## config.mk

```make
export PLATFORM = sky130hd
export DESIGN_NAME = battery_cell_fault_monitor
export DESIGN_NICKNAME = d
export VERILOG_FILES = /design/src/rtl/bcfm_pkg.sv /design/src/rtl/battery_cell_fault_monitor.sv
export SDC_FILE = /design/constraint.sdc
export NUM_CORES = 1
export LEC_CHECK = 0
export ABC_AREA = 1
export BUFFER_PORTS_ARGS = -buffer_cell sky130_fd_sc_hd__buf_4
export CAP_MARGIN = 25
export CELL_PAD_IN_SITES_DETAIL_PLACEMENT = 1
export CELL_PAD_IN_SITES_GLOBAL_PLACEMENT = 2
export CORE_ASPECT_RATIO = 1.5
export CORE_MARGIN = 10
export CORE_UTILIZATION = 40
export CTS_BUF_LIST = sky130_fd_sc_hd__clkbuf_4
export DETAILED_ROUTE_END_ITERATION = 8
export GPL_ROUTABILITY_DRIVEN = 0
export PLACE_DENSITY = 0.88
export SLEW_MARGIN = 40
export SYNTH_ARGS = -nofsm -noshare
export SYNTH_HDL_FRONTEND = slang
export SYNTH_SLANG_ARGS = --single-unit
```

## constraint.sdc

```tcl
create_clock -name aclk -period 9.6 [get_ports aclk]
set_clock_uncertainty 0.2 [all_clocks]
set_input_delay 0.48 -clock aclk [delete_from_list [all_inputs] [get_ports aclk]]
set_output_delay 0.48 -clock aclk [all_outputs]
set_load 0.03 [all_outputs]
```

## src/rtl/bcfm_pkg.sv

```systemverilog
// Package for the battery cell fault monitor: item kinds, register indexes,
// reset values of the limits and the constants of the sense-bit mapping.
// No dependencies; imported by battery_cell_fault_monitor.
`timescale 1ns / 1ps

package bcfm_pkg;

    typedef enum logic [1:0] {
        KIND_CELL  = 2'd0,
        KIND_THERM = 2'd1,
        KIND_END_V = 2'd2,
        KIND_END_T = 2'd3
    } kind_t;

    typedef enum logic [1:0] {
        CFG_OV_LIMIT   = 2'd0,
        CFG_SOFT_LIMIT = 2'd1,
        CFG_UV_LIMIT   = 2'd2,
        CFG_THERM_FRAC = 2'd3
    } cfg_index_t;

    localparam int DEFAULT_NUM_MONITORS      = 8;
    localparam int DEFAULT_CELLS_PER_MONITOR = 10;

    localparam int LIMIT_W = 16;
    localparam int COUNT_W = 8;
    localparam int MASK_W  = 12;
    localparam int SENSE_W = 4;
    localparam int MON_W   = 3;
    localparam int CH_W    = 4;

    localparam logic [LIMIT_W-1:0] OV_LIMIT_RESET   = 16'd36000;
    localparam logic [LIMIT_W-1:0] SOFT_LIMIT_RESET = 16'd36200;
    localparam logic [LIMIT_W-1:0] UV_LIMIT_RESET   = 16'd22000;
    localparam logic [LIMIT_W-1:0] THERM_FRAC_RESET = 16'd3807;

    localparam logic [31:0] THERM_REF_SCALE = 32'd1000;

    // Channels from this one upwards skip one sense position.
    localparam logic [CH_W-1:0] SENSE_GAP_CH = 4'd5;

    localparam logic [COUNT_W-1:0] COUNT_MAX = 8'd255;

    // Bit positions in the fault flag register.
    localparam int FLAG_OV   = 0;
    localparam int FLAG_SOFT = 1;
    localparam int FLAG_UV   = 2;
    localparam int FLAG_OT   = 3;

    typedef struct packed {
        logic [7:0]         read_faults;
        logic               relays_closed;
        logic [LIMIT_W-1:0] reference;
        logic [LIMIT_W-1:0] sample;
        logic [CH_W-1:0]    channel;
        logic [MON_W-1:0]   monitor_index;
        kind_t              kind;
    } item_t;

endpackage

```

## src/rtl/battery_cell_fault_monitor.sv

```systemverilog
// Battery cell fault monitor top level: input register, fault and balancing
// logic with its state, and a result register. Depends on bcfm_pkg.
//
//  Channel  Direction  Handshake            Payload
//  s_       in         s_tvalid/s_tready    tuser kind, tdata sample item
//  m_       out        m_tvalid/m_tready    tdata flags, sense, mask, count
//  cfg_     in         cfg_valid/cfg_ready  cfg_index, cfg_data
//
// One item per clock cycle is sustained while m_tready is high; a request that
// is taken loads the input register, and its result is then loaded into the
// result register, from which it is offered on the m_ channel.
// The state is read and updated in the single stage between the two registers.
// Reset is synchronous and active low; it restores the limits to their defaults
// and clears counts, flags and all balancing masks at once.
// While m_tready is low the result holds and s_tready drops once the input
// register is full. cfg_ready is always high.
`timescale 1ns / 1ps

module battery_cell_fault_monitor
    import bcfm_pkg::*;
#(
    parameter int NUM_MONITORS      = DEFAULT_NUM_MONITORS,
    parameter int CELLS_PER_MONITOR = DEFAULT_CELLS_PER_MONITOR
) (
    input  logic        aclk,
    input  logic        aresetn,

    input  logic        s_tvalid,
    output logic        s_tready,
    // [2:0] monitor_index, [6:3] channel, [22:7] sample, [38:23] reference,
    // [39] relays_closed, [47:40] read_faults
    input  logic [47:0] s_tdata,
    // [1:0] kind
    input  logic [1:0]  s_tuser,

    output logic        m_tvalid,
    input  logic        m_tready,
    // [0] over-voltage flag, [1] soft over-voltage flag, [2] under-voltage flag,
    // [3] over_temperature, [7:4] sense_bit, [19:8] discharge_mask,
    // [27:20] sweep_errors, [31:28] zero
    output logic [31:0] m_tdata,

    input  logic        cfg_valid,
    output logic        cfg_ready,
    input  logic [1:0]  cfg_index,
    input  logic [15:0] cfg_data
);

    localparam int MON_IDX_W = (NUM_MONITORS > 1) ? $clog2(NUM_MONITORS) : 1;

    logic [LIMIT_W-1:0] ov_limit_reg;
    logic [LIMIT_W-1:0] soft_limit_reg;
    logic [LIMIT_W-1:0] uv_limit_reg;
    logic [LIMIT_W-1:0] therm_frac_reg;

    item_t              item_reg;
    logic               in_valid_reg;
    logic               out_valid_reg;
    logic [31:0]        out_data_reg;
    logic [31:0]        out_data_next;

    logic [COUNT_W-1:0] v_count_reg, v_count_next;
    logic [COUNT_W-1:0] t_count_reg, t_count_next;
    logic [3:0]         flags_reg, flags_next;
    logic [MASK_W-1:0]  mask_reg [NUM_MONITORS];

    logic               advance;
    logic               mon_ok;
    logic               cell_ok;
    logic [MON_IDX_W-1:0] mon_idx;
    logic [MASK_W-1:0]  old_mask;
    logic [MASK_W-1:0]  new_mask;
    logic [MASK_W-1:0]  cell_bit;
    logic               mask_wr;
    logic [SENSE_W-1:0] sense_cell;
    logic [SENSE_W-1:0] sense_out;
    logic [MASK_W-1:0]  mask_out;
    logic [COUNT_W-1:0] errs_out;
    logic               ov_hit, soft_hit, uv_hit, ot_hit;
    logic [31:0]        therm_lhs, therm_rhs;
    logic [COUNT_W:0]   v_cell_sum, t_sum, v_end_sum, t_end_sum;
    logic [COUNT_W-1:0] v_cell_sat, t_sat, v_end_sat, t_end_sat;

    assign advance   = in_valid_reg && (!out_valid_reg || m_tready);
    assign s_tready  = !in_valid_reg || advance;
    assign cfg_ready = 1'b1;
    assign m_tvalid  = out_valid_reg;
    assign m_tdata   = out_data_reg;

    always_ff @(posedge aclk) begin
        if (!aresetn) begin
            ov_limit_reg   <= OV_LIMIT_RESET;
            soft_limit_reg <= SOFT_LIMIT_RESET;
            uv_limit_reg   <= UV_LIMIT_RESET;
            therm_frac_reg <= THERM_FRAC_RESET;
        end else if (cfg_valid) begin
            unique case (cfg_index_t'(cfg_index))
                CFG_OV_LIMIT:   ov_limit_reg   <= cfg_data;
                CFG_SOFT_LIMIT: soft_limit_reg <= cfg_data;
                CFG_UV_LIMIT:   uv_limit_reg   <= cfg_data;
                CFG_THERM_FRAC: therm_frac_reg <= cfg_data;
                default: ;
            endcase
        end
    end

    always_ff @(posedge aclk) begin
        if (!aresetn) begin
            in_valid_reg <= 1'b0;
        end else if (s_tready) begin
            in_valid_reg <= s_tvalid;
        end
    end

    always_ff @(posedge aclk) begin
        if (s_tready && s_tvalid) begin
            item_reg.kind          <= kind_t'(s_tuser);
            item_reg.monitor_index <= s_tdata[2:0];
            item_reg.channel       <= s_tdata[6:3];
            item_reg.sample        <= s_tdata[22:7];
            item_reg.reference     <= s_tdata[38:23];
            item_reg.relays_closed <= s_tdata[39];
            item_reg.read_faults   <= s_tdata[47:40];
        end
    end

    assign mon_ok  = int'(item_reg.monitor_index) < NUM_MONITORS;
    assign cell_ok = mon_ok && (int'(item_reg.channel) < CELLS_PER_MONITOR);
    assign mon_idx = MON_IDX_W'(item_reg.monitor_index);
    assign old_mask = mon_ok ? mask_reg[mon_idx] : '0;

    assign sense_cell = (item_reg.channel < SENSE_GAP_CH) ? item_reg.channel
                                                          : item_reg.channel + 4'd1;
    assign cell_bit   = MASK_W'(1) << sense_cell;

    assign ov_hit   = item_reg.sample > ov_limit_reg;
    assign soft_hit = item_reg.sample > soft_limit_reg;
    assign uv_hit   = item_reg.sample < uv_limit_reg;

    assign therm_lhs = {16'd0, item_reg.sample} * {16'd0, therm_frac_reg};
    assign therm_rhs = {16'd0, item_reg.reference} * THERM_REF_SCALE;
    assign ot_hit    = therm_lhs < therm_rhs;

    assign v_cell_sum = {1'b0, v_count_reg} + {{COUNT_W{1'b0}}, ov_hit}
                                            + {{COUNT_W{1'b0}}, uv_hit};
    assign v_cell_sat = v_cell_sum[COUNT_W] ? COUNT_MAX : v_cell_sum[COUNT_W-1:0];
    assign t_sum      = {1'b0, t_count_reg} + {{COUNT_W{1'b0}}, ot_hit};
    assign t_sat      = t_sum[COUNT_W] ? COUNT_MAX : t_sum[COUNT_W-1:0];
    assign v_end_sum  = {1'b0, v_count_reg} + {1'b0, item_reg.read_faults};
    assign v_end_sat  = v_end_sum[COUNT_W] ? COUNT_MAX : v_end_sum[COUNT_W-1:0];
    assign t_end_sum  = {1'b0, t_count_reg} + {1'b0, item_reg.read_faults};
    assign t_end_sat  = t_end_sum[COUNT_W] ? COUNT_MAX : t_end_sum[COUNT_W-1:0];

    always_comb begin
        flags_next   = flags_reg;
        v_count_next = v_count_reg;
        t_count_next = t_count_reg;
        mask_wr      = 1'b0;
        new_mask     = old_mask;
        sense_out    = '0;
        errs_out     = '0;
        unique case (item_reg.kind)
            KIND_CELL: begin
                if (cell_ok) begin
                    flags_next[FLAG_OV]   = flags_reg[FLAG_OV] | ov_hit;
                    flags_next[FLAG_SOFT] = flags_reg[FLAG_SOFT] | soft_hit;
                    flags_next[FLAG_UV]   = flags_reg[FLAG_UV] | uv_hit;
                    v_count_next = v_cell_sat;
                    mask_wr      = 1'b1;
                    new_mask     = (old_mask & ~cell_bit)
                                 | ((soft_hit && item_reg.relays_closed) ? cell_bit : '0);
                    sense_out    = sense_cell;
                end
                errs_out = v_count_next;
            end
            KIND_THERM: begin
                flags_next[FLAG_OT] = flags_reg[FLAG_OT] | ot_hit;
                t_count_next = t_sat;
                errs_out     = t_sat;
            end
            KIND_END_V: begin
                if (v_end_sat == '0) begin
                    flags_next[FLAG_OV] = 1'b0;
                    flags_next[FLAG_UV] = 1'b0;
                end
                v_count_next = '0;
                errs_out     = v_end_sat;
            end
            KIND_END_T: begin
                if (t_end_sat == '0) begin
                    flags_next[FLAG_OT] = 1'b0;
                end
                t_count_next = '0;
                errs_out     = t_end_sat;
            end
            default: ;
        endcase
        mask_out = new_mask;
        out_data_next = {4'd0, errs_out, mask_out, sense_out, flags_next};
    end

    always_ff @(posedge aclk) begin
        if (!aresetn) begin
            v_count_reg <= '0;
            t_count_reg <= '0;
            flags_reg   <= '0;
            for (int i = 0; i < NUM_MONITORS; i++) begin
                mask_reg[i] <= '0;
            end
        end else if (advance) begin
            v_count_reg <= v_count_next;
            t_count_reg <= t_count_next;
            flags_reg   <= flags_next;
            if (mask_wr) begin
                mask_reg[mon_idx] <= new_mask;
            end
        end
    end

    always_ff @(posedge aclk) begin
        if (!aresetn) begin
            out_valid_reg <= 1'b0;
        end else if (advance) begin
            out_valid_reg <= 1'b1;
        end else if (m_tready) begin
            out_valid_reg <= 1'b0;
        end
    end

    always_ff @(posedge aclk) begin
        if (advance) begin
            out_data_reg <= out_data_next;
        end
    end

    // The soft over-voltage flag is only ever cleared by reset.
    a_soft_sticky: assert property (@(posedge aclk) disable iff (!aresetn)
        !$fell(flags_reg[FLAG_SOFT]))
        else $error("soft over-voltage flag cleared outside reset");

    // An end of voltage sweep restarts the voltage error count.
    a_v_restart: assert property (@(posedge aclk) disable iff (!aresetn)
        (advance && item_reg.kind == KIND_END_V) |=> (v_count_reg == '0))
        else $error("voltage error count not restarted");

    // Sense positions five and eleven are never used.
    a_sense_gap: assert property (@(posedge aclk) disable iff (!aresetn)
        out_valid_reg |-> (out_data_reg[7:4] != 4'd5 && out_data_reg[7:4] <= 4'd10))
        else $error("sense bit outside the mapped positions");

    // Balancing bits only ever sit at mapped sense positions.
    a_mask_gap: assert property (@(posedge aclk) disable iff (!aresetn)
        out_valid_reg |-> (out_data_reg[13] == 1'b0 && out_data_reg[19] == 1'b0))
        else $error("balancing bit set at an unused position");

endmodule
```

==> out/results.tsv, run 1 <==
metric	value	unit
status	completed	
synthTopCellsByArea	edfxtp_1, fa_1, ha_1	
clkTransAtPathRegs	0.07	ns
cp_slowest_cell	dfxtp_1	
grt_pass1_wl	122000	um
core	61200	sq um
grt_use_total	20.9	%
synth-async-reset-ratio	0	%
nets	3709	
critPathRequiredTime	10.01	ns
grt_max_degree	65	
placed_cell_area	26300	sq um
hp-class	in2reg	
clock_path_buffers	3	
slew_headroom	47.2	%
fmax	112	MHz
max_stage_delay	0.68	ns
yosysUniqueCellTypes	47	
synth_area	24700	sq um
setup.worst_path.start_class	flop	
vias_per_cell	5.11	
rsz0062_at_grt	no	
largest_reg_flops	96	
cts-buffers-inserted	71	
h-tree-depth	3	
fin_area	28200	sq um
setup_viol	0	
wirelength	74700	um
setup_tns	0	ns
num_io_pins	108	
grt_util_met1	22.4	%
die_w	223	um
num_rows	111	
drive_above_1_share	8.91	%
finalMaxSlewViolations	0	
min_period_over_period	93.2	%
final_common_cell	nand2_1	
top_usage_layer	met2	
synth_flop_cell	edfxtp_1	
worstMarginPinSlew	0.791	ns
yosysTopAreaCell	edfxtp_1	
die_h	325	um
hold_violations	0	
syn_area_per_cell	8.37	sq um
ys_warn_count	0	
die-area	72400	sq um
first_global_vias	23300	
dp.cells	3765	
area_growth	13.9	%
wl_per_cell	18.7	um
initial_core_util	40.4	%
dr_total_vias	20400	
seq_area_frac_synth	28.3	%
final_cell_mix	nand2_1, inv_1, nor2_1, fa_1, ha_1	
path_max_fanout	12	
insertion_delay	0.84	ns
drc	0	
grtUsageMet3	2.79	%
cts_tree	built	
fillers	7317	
netlist_instances	2955	
synth_enable_flop_cells	174	
yosys.area.top_type_share	21.1	%
end_kind	flop	
period_needed	8.94	ns
antenna_found_initial	3	
dp_hpwl	58100	um
ys_ff_latch	263	
dr.pass1.iters	6	
cp.arrival	9.35	ns
crit_type	reg2reg	
grt_util_met2	39.8	%
io_buffers	102	
drt_iter0_markers	980	
cts_sinks	263	
cts_root_buf	clkbuf_4	
ant_nets	0	
grt_overflow	0	
layoutNonFillerInstCount	3991	
max_cap_viol_count	0	
## logic make-up (layout without fill, tap and decap cells)
group | count (synthesis) | after routing | share of synthesized area, %
AOI/OAI and AO/OA | 361 | 361 | 8.62
xor gates and xnor gates | 58 | 58 | 2.08
adders and majority gates | 495 | 495 | 32.7
buffers and inverters | 730 | 970 | 11.2
DFF | 263 | 263 | 28.3
other | 2 | 7 | 0.0304
and+or+nand+nor | 1046 | 1046 | 17.0
## worst max-delay path, delay by kind of cell, from the launching register on
| family | cells | cell delay, ns |
|---|---|---|
| buffers and inverters | 9 | 0.72 |
| AO/OA/AOI/OAI | 4 | 0.62 |
| flip-flops | 1 | 0.68 |
| XOR/XNOR | 1 | 0.20 |
| adder cells (fa/ha/maj) | 10 | 4.18 |
| AND/OR/NAND/NOR | 16 | 2.14 |
## timing repair
item                                    4_1_cts  5_1_grt
hold buffers                                 85        0
gates resized for setup                       0        2
hold endpoints to repair                    128        0
endpoints found under the setup margin        0       13
buffers inserted                              0        6
## per-layer routing
layer,vias to the layer above,wire [um]
li1,9669,-
met1,10200,28400
met2,370,41300
met3,142,2510
met4,2,2470
met5,-,13
## through the flow
stage	hold WS, ns	util, %	setup slack, ns
after CTS	0.0466	45.8	0.307
after global placement	0.245	42.9	0.616
after detailed placement	0.248	42.9	0.447
after global routing	0.114	46.0	0.0176
after floorplan	0.225	-	1.64
final	0.165	46.0	0.656
## synth_stat cells (all sizes together) (3+ instances only)
cell type	count
a21oi	148
a31oi	6
buf	23
clkbuf	92
clkinv	3
dfxtp	89
edfxtp	174
fa	251
ha	244
inv	612
nand2	664
nand3	68
nand4	31
nor2	257
nor3	19
nor4	3
o2111ai	4
o211ai	28
o21a	4
o21ai	115
o21bai	7
o22ai	3
o32ai	37
xnor2	25
xor2	33
## cell type report
cell class / count / area [sq um] / area share, %
multi-input cells: 1965 / 15000 / 53.1
flip-flops and latches: 263 / 7010 / 24.9
inverters: 615 / 2310 / 8.20
repair buffers: 225 / 1960 / 6.97
well taps: 791 / 990 / 3.51
clock buffers: 100 / 751 / 2.67
clock inverters: 30 / 171 / 0.609
diodes: 2 / 5.00 / 0.0178
## path summary, 6_finish.rpt
kind | slack, ns | end | start | depth (start not counted)
worst max-delay path | 0.66 | m_tdata[21] | therm_frac_reg[9] | 40
worst min-delay path | 0.16 | item_reg[7] | s_tdata[5] | 2
worst max register to register | 0.66 | m_tdata[21] | therm_frac_reg[9] | 40
worst min register to register | 0.26 | uv_limit_reg[0] | uv_limit_reg[0] | 2
Power of run 1 is left out: the tool's default activity adds up to more than one toggle a clock period on the data nets, which glitch-free logic cannot reach.
==> run 2: changes to the inputs <==
--- a/config.mk
+++ b/config.mk
@@ -6,17 +6,18 @@
 export NUM_CORES = 1
 export LEC_CHECK = 0
 export ABC_AREA = 1
-export BUFFER_PORTS_ARGS = -buffer_cell sky130_fd_sc_hd__buf_4
 export CAP_MARGIN = 25
 export CELL_PAD_IN_SITES_DETAIL_PLACEMENT = 1
 export CELL_PAD_IN_SITES_GLOBAL_PLACEMENT = 2
 export CORE_ASPECT_RATIO = 1.5
 export CORE_MARGIN = 10
-export CORE_UTILIZATION = 40
+export CORE_UTILIZATION = 42
 export CTS_BUF_LIST = sky130_fd_sc_hd__clkbuf_4
 export DETAILED_ROUTE_END_ITERATION = 8
+export DONT_BUFFER_PORTS = 1
 export GPL_ROUTABILITY_DRIVEN = 0
-export PLACE_DENSITY = 0.88
+export GPL_TIMING_DRIVEN = 0
+export PLACE_DENSITY = 0.89
 export SLEW_MARGIN = 40
 export SYNTH_ARGS = -nofsm -noshare
 export SYNTH_HDL_FRONTEND = slang
==> run 2 against run 1 <==
Non-clock buffer count down 18; hold slack got worse by 0.066 ns; worst setup slack lost 0.14 ns; register-to-register slack got worse by 0.14 ns; routed wire length is 2.0% higher; utilization rose by 1.8 points; first-iteration DRC count fell by 15%; clock-buffer cell count rose by 2; fmax decreased by 1.5%; global-route usage up 1.7 points; critical endpoint is now m_tdata[25].
==> out/results.tsv, run 2 (synthesis gave the netlist of run 1 again) <==
metric	value	unit	change
final_cell_mix	nand2_1, inv_1, nor2_1, fa_1, ha_1		unchanged
placed_cell_area	25700	sq um	was 26300 sq um
seqCellArea	7010	sq um	unchanged
h-tree-depth	3		unchanged
cp_num_buf_inv	9		unchanged
worst_slack	0.516	ns	was 0.656 ns
dr.pass1.iters	5		was 6
grt_use_total	22.6	%	was 20.9%
finalMaxSlewViolations	0		unchanged
die_h	317	um	was 325 um
ant_nets	0		unchanged
max_cap_viol_count	0		unchanged
cp.arrival	9.41	ns	was 9.35 ns
worstMarginPinSlew	0.829	ns	was 0.791 ns
min_period_over_period	94.6	%	was 93.2%
nets	3690		was 3709
first_global_vias	23500		was 23300
setup_viol	0		unchanged
setup.worst_path.start_class	flop		unchanged
dr_total_vias	20400		about the same
cp_slowest_cell	fa_1		was dfxtp_1
critPathRequiredTime	9.93	ns	was 10.01 ns
area_growth	12.4	%	was 13.9%
drc	0		unchanged
fillers	7027		was 7317
period_needed	9.08	ns	was 8.94 ns
drive_above_1_share	7.15	%	was 8.91%
cts_root_buf	clkbuf_4		unchanged
crit_top_cell	nand2_1		
cts_sinks	263		unchanged
wirelength	76200	um	was 74700 um
vias_per_cell	5.17		was 5.11
path_max_fanout	10		was 12
fin_area	27800	sq um	was 28200 sq um
die_w	218	um	was 223 um
critical_path.top_delay_family	adder cells		unchanged
layoutNonFillerInstCount	3952		was 3991
clkTransAtPathRegs	0.08	ns	was 0.07 ns
drt_iter0_markers	833		was 980
wl_per_cell	19.3	um	was 18.7 um
cts-buffers-inserted	70		was 71
initial_core_util	42.6	%	was 40.4%
grt_max_degree	34		was 65
die-area	69200	sq um	was 72400 sq um
pre_cts_ws	-0.494	ns	was 0.447 ns
cts_tree	built		unchanged
fmax	110	MHz	was 112 MHz
dp.cells	3729		was 3765
insertion_delay	0.85	ns	was 0.84 ns
hold_violations	0		unchanged
num_io_pins	108		unchanged
slew_headroom	44.7	%	was 47.2%
multi_input_area	15000	sq um	about the same
grt_pass1_wl	123000	um	was 122000 um
hp-class	in2reg		unchanged
status	completed		unchanged
end_kind	flop		unchanged
whs	0.0985	ns	was 0.165 ns
largest_reg_flops	96		unchanged
core	58100	sq um	was 61200 sq um
io_buffers	0		was 102
grt_overflow	0		unchanged
dp_hpwl	62500	um	was 58100 um
antenna_found_initial	5		was 3
num_rows	108		was 111
max_stage_delay	0.63	ns	was 0.68 ns
clock_path_buffers	3		unchanged
final_common_cell	nand2_1		unchanged
crit_type	reg2reg		unchanged
-- run 2: changes by cell type in the layout (fill, tap and decap cells not counted), moves of 4 or more --
cell      before  now
buf_4        133   21
clkbuf_1       0   37
clkbuf_2       0   26
clkbuf_4     100  117
buf_2          0   15
clkinv_1      20   15
buf_1          0    4
clkinv_2       7    3
diode_2        2    6
-- run 2: timing repair --
action / CTS / global route
gates cloned: 0 / 0
endpoints found under the setup margin: 16 / 16
hold endpoints to repair: 152 / 0
hold buffers: 88 / 0
setup buffers: 0 / 15
gates resized for setup: 17 / 94
-- run 2: metal layers --
| layer | global-route usage (%) | wire (um) |
|---|---|---|
| met1 | 23.1 | 27900 |
| met2 | 43.3 | 42000 |
| met3 | 2.85 | 2470 |
| met4 | 12.7 | 3820 |
| met5 | 0 | 0 |
-- run 2: area by class of cell --
class / instances / share of cell area (%)
multi-input cells: 1965 / 53.9
flip-flops and latches: 263 / 25.2
inverters: 615 / 8.31
repair buffers: 104 / 3.65
well taps: 770 / 3.47
clock buffers: 102 / 2.76
plain buffers: 103 / 1.86
clock inverters: 24 / 0.788
diodes: 6 / 0.0540
-- run 2: path summary, 6_finish.rpt --
check / depth (start not counted) / slack [ns] / endpoint / startpoint
min reg2reg: 2 / 0.26 / ov_limit_reg[4] / ov_limit_reg[4]
min: 1 / 0.1 / item_reg[11] / s_tdata[9]
max reg2reg: 39 / 0.52 / m_tdata[25] / item_reg[17]
max: 39 / 0.52 / m_tdata[25] / item_reg[17]
-- run 2: worst reg2reg max path, delay by kind of cell (launching register included) --
| family | cells | cell delay, ns |
|---|---|---|
| AOI/OAI and AO/OA | 3 | 0.90 |
| DFF | 1 | 0.44 |
| adders and majority gates | 10 | 4.20 |
| buffers and inverters | 9 | 1.06 |
| xor gates and xnor gates | 1 | 0.12 |
| and+or+nand+nor | 16 | 1.90 |
-- run 2: per-stage QoR --
step / setup TNS [ns] / util [%]
3_3_place_gp: -2.73 / 44.2
2_1_floorplan: 0 / -
4_1_cts: 0 / 47.5
6_report: 0 / 47.8
5_1_grt: -0.00161 / 47.8
3_5_place_dp: -5.93 / 44.3
Power of run 2 is left out for the same reason.
==> run 3: changes to the inputs <==
--- a/config.mk
+++ b/config.mk
@@ -11,13 +11,12 @@
 export CELL_PAD_IN_SITES_GLOBAL_PLACEMENT = 2
 export CORE_ASPECT_RATIO = 1.5
 export CORE_MARGIN = 10
-export CORE_UTILIZATION = 42
-export CTS_BUF_LIST = sky130_fd_sc_hd__clkbuf_4
+export CORE_UTILIZATION = 41
 export DETAILED_ROUTE_END_ITERATION = 8
 export DONT_BUFFER_PORTS = 1
 export GPL_ROUTABILITY_DRIVEN = 0
 export GPL_TIMING_DRIVEN = 0
-export PLACE_DENSITY = 0.89
+export PLACE_DENSITY = 0.88
 export SLEW_MARGIN = 40
 export SYNTH_ARGS = -nofsm -noshare
 export SYNTH_HDL_FRONTEND = slang
==> run 3 against run 2 <==
Cell area shrank 0.59%; fmax grew 1.2%; cell count shrank 2.1%; sequential share of layout area grew 0.17 points; non-clock buffer count shrank 19; utilization shrank 1.7 points; routed wire length grew 1.4%; die area grew 2.2%.
==> out/results.tsv, run 3 (synthesis gave the netlist of run 1 again) <==
metric	value	unit	change
status	completed		unchanged
largest_reg_flops	96		unchanged
slew_headroom	49.0	%	was 44.7%
initial_core_util	41.3	%	was 42.6%
worstRegToRegCells	44		was 39
cts_root_buf	clkbuf_16		was clkbuf_4
nets	3630		was 3690
drc	0		unchanged
ant_nets	0		unchanged
area_growth	11.7	%	was 12.4%
worstMarginPinSlew	0.763	ns	was 0.829 ns
setup_viol	0		unchanged
path_max_fanout	10		unchanged
crit_type	reg2reg		unchanged
grt_overflow	0		unchanged
core	59900	sq um	was 58100 sq um
dr.pass1.iters	5		unchanged
wl_per_cell	19.9	um	was 19.3 um
cts_sinks	263		unchanged
antenna_found_initial	2		was 5
max_cap_viol_count	0		unchanged
die_w	221	um	was 218 um
num_io_pins	108		unchanged
clock_path_buffers	3		unchanged
drt_iter0_markers	889		was 833
finalMaxSlewViolations	0		unchanged
min_path_cells	3		was 1
fillers	7158		was 7027
h-tree-depth	1		was 3
first_global_vias	23000		was 23500
grt_pass1_wl	124000	um	was 123000 um
drive_above_1_share	5.58	%	was 7.15%
fmax	111	MHz	was 110 MHz
dp_hpwl	64000	um	was 62500 um
min_period_over_period	93.5	%	was 94.6%
end_kind	flop		unchanged
final_util	46.1	%	was 47.8%
wirelength	77200	um	was 76200 um
dr_total_vias	20100		was 20400
insertion_delay	0.61	ns	was 0.85 ns
cts-buffers-inserted	29		was 70
hp-class	in2reg		unchanged
cts_tree	built		unchanged
crit_top_cell	nand2_1		unchanged
vias_per_cell	5.20		was 5.17
critPathRequiredTime	9.70	ns	was 9.93 ns
setup.worst_path.start_class	flop		unchanged
final_cell_mix	nand2_1, inv_1, nor2_1, fa_1, ha_1		unchanged
die_h	321	um	was 317 um
cp.arrival	9.08	ns	was 9.41 ns
max_stage_delay	0.55	ns	was 0.63 ns
grt_use_total	22.3	%	was 22.6%
clkTransAtPathRegs	0.06	ns	was 0.08 ns
grt_max_degree	34		unchanged
final_common_cell	nand2_1		unchanged
hold_violations	0		unchanged
die-area	70700	sq um	was 69200 sq um
io_buffers	0		unchanged
period_needed	8.98	ns	was 9.08 ns
cp_slowest_cell	fa_1		unchanged
num_rows	110		was 108
## run 3: stage by stage
step                setup WS (ns)  cells  setup TNS [ns]  cell area, sq um  hold slack, ns
finish                      0.622   3870               0             27600          0.0376
global route              -0.0128   3870         -0.0128             27600          0.0429
CTS                       0.00265   3862               0             27400          0.0245
detailed placement         -0.479   3743           -3.46             25700           0.259
global placement           -0.336   3742           -1.82             25700           0.238
floorplan                    1.64   2958               0             24700           0.225
## run 3: layer usage
metal	GRT usage [%]	wire [um]
met4	9.94	3590
met2	44.0	43800
met3	1.94	2110
met1	23.0	27700
met5	0	0
## run 3: area by class of cell
cell class / count / area (sq um) / area share, %
Buffer: 99 / 532 / 1.92
Tap cell: 784 / 981 / 3.55
Clock buffer: 36 / 782 / 2.83
Antenna cell: 2 / 5.00 / 0.0181
Inverter: 615 / 2310 / 8.36
Timing Repair Buffer: 89 / 856 / 3.10
Multi-Input combinational cell: 1965 / 15000 / 54.3
Clock inverter: 17 / 143 / 0.516
Sequential cell: 263 / 7020 / 25.4
## run 3: worst paths after layout
check,start,endpoint,slack [ns]
hold reg to reg,soft_limit_reg[1],soft_limit_reg[1],0.26
setup reg to reg,item_reg[15],m_tdata[25],0.62
hold / removal,cfg_index[1],soft_limit_reg[15],0.04
setup / recovery,item_reg[15],m_tdata[25],0.62
## run 3: repair_timing
item | in CTS | in global routing
endpoints found under the setup margin | 16 | 16
endpoints found under the hold margin | 119 | 0
pin swaps | 0 | 1
gates cloned | 0 | 0
setup buffers | 0 | 18
gates resized for setup | 36 | 98
hold buffers | 70 | 0
## run 3: worst max-delay path: cells and delay by family (launching register included)
family | cells | cell delay, ns
buf+inv | 12 | 1.02
simple gates | 19 | 1.93
compound gates | 2 | 0.63
flops | 1 | 0.49
fa+ha+maj | 10 | 4.18
xor+xnor | 1 | 0.20
Power of run 3 is left out for the same reason.
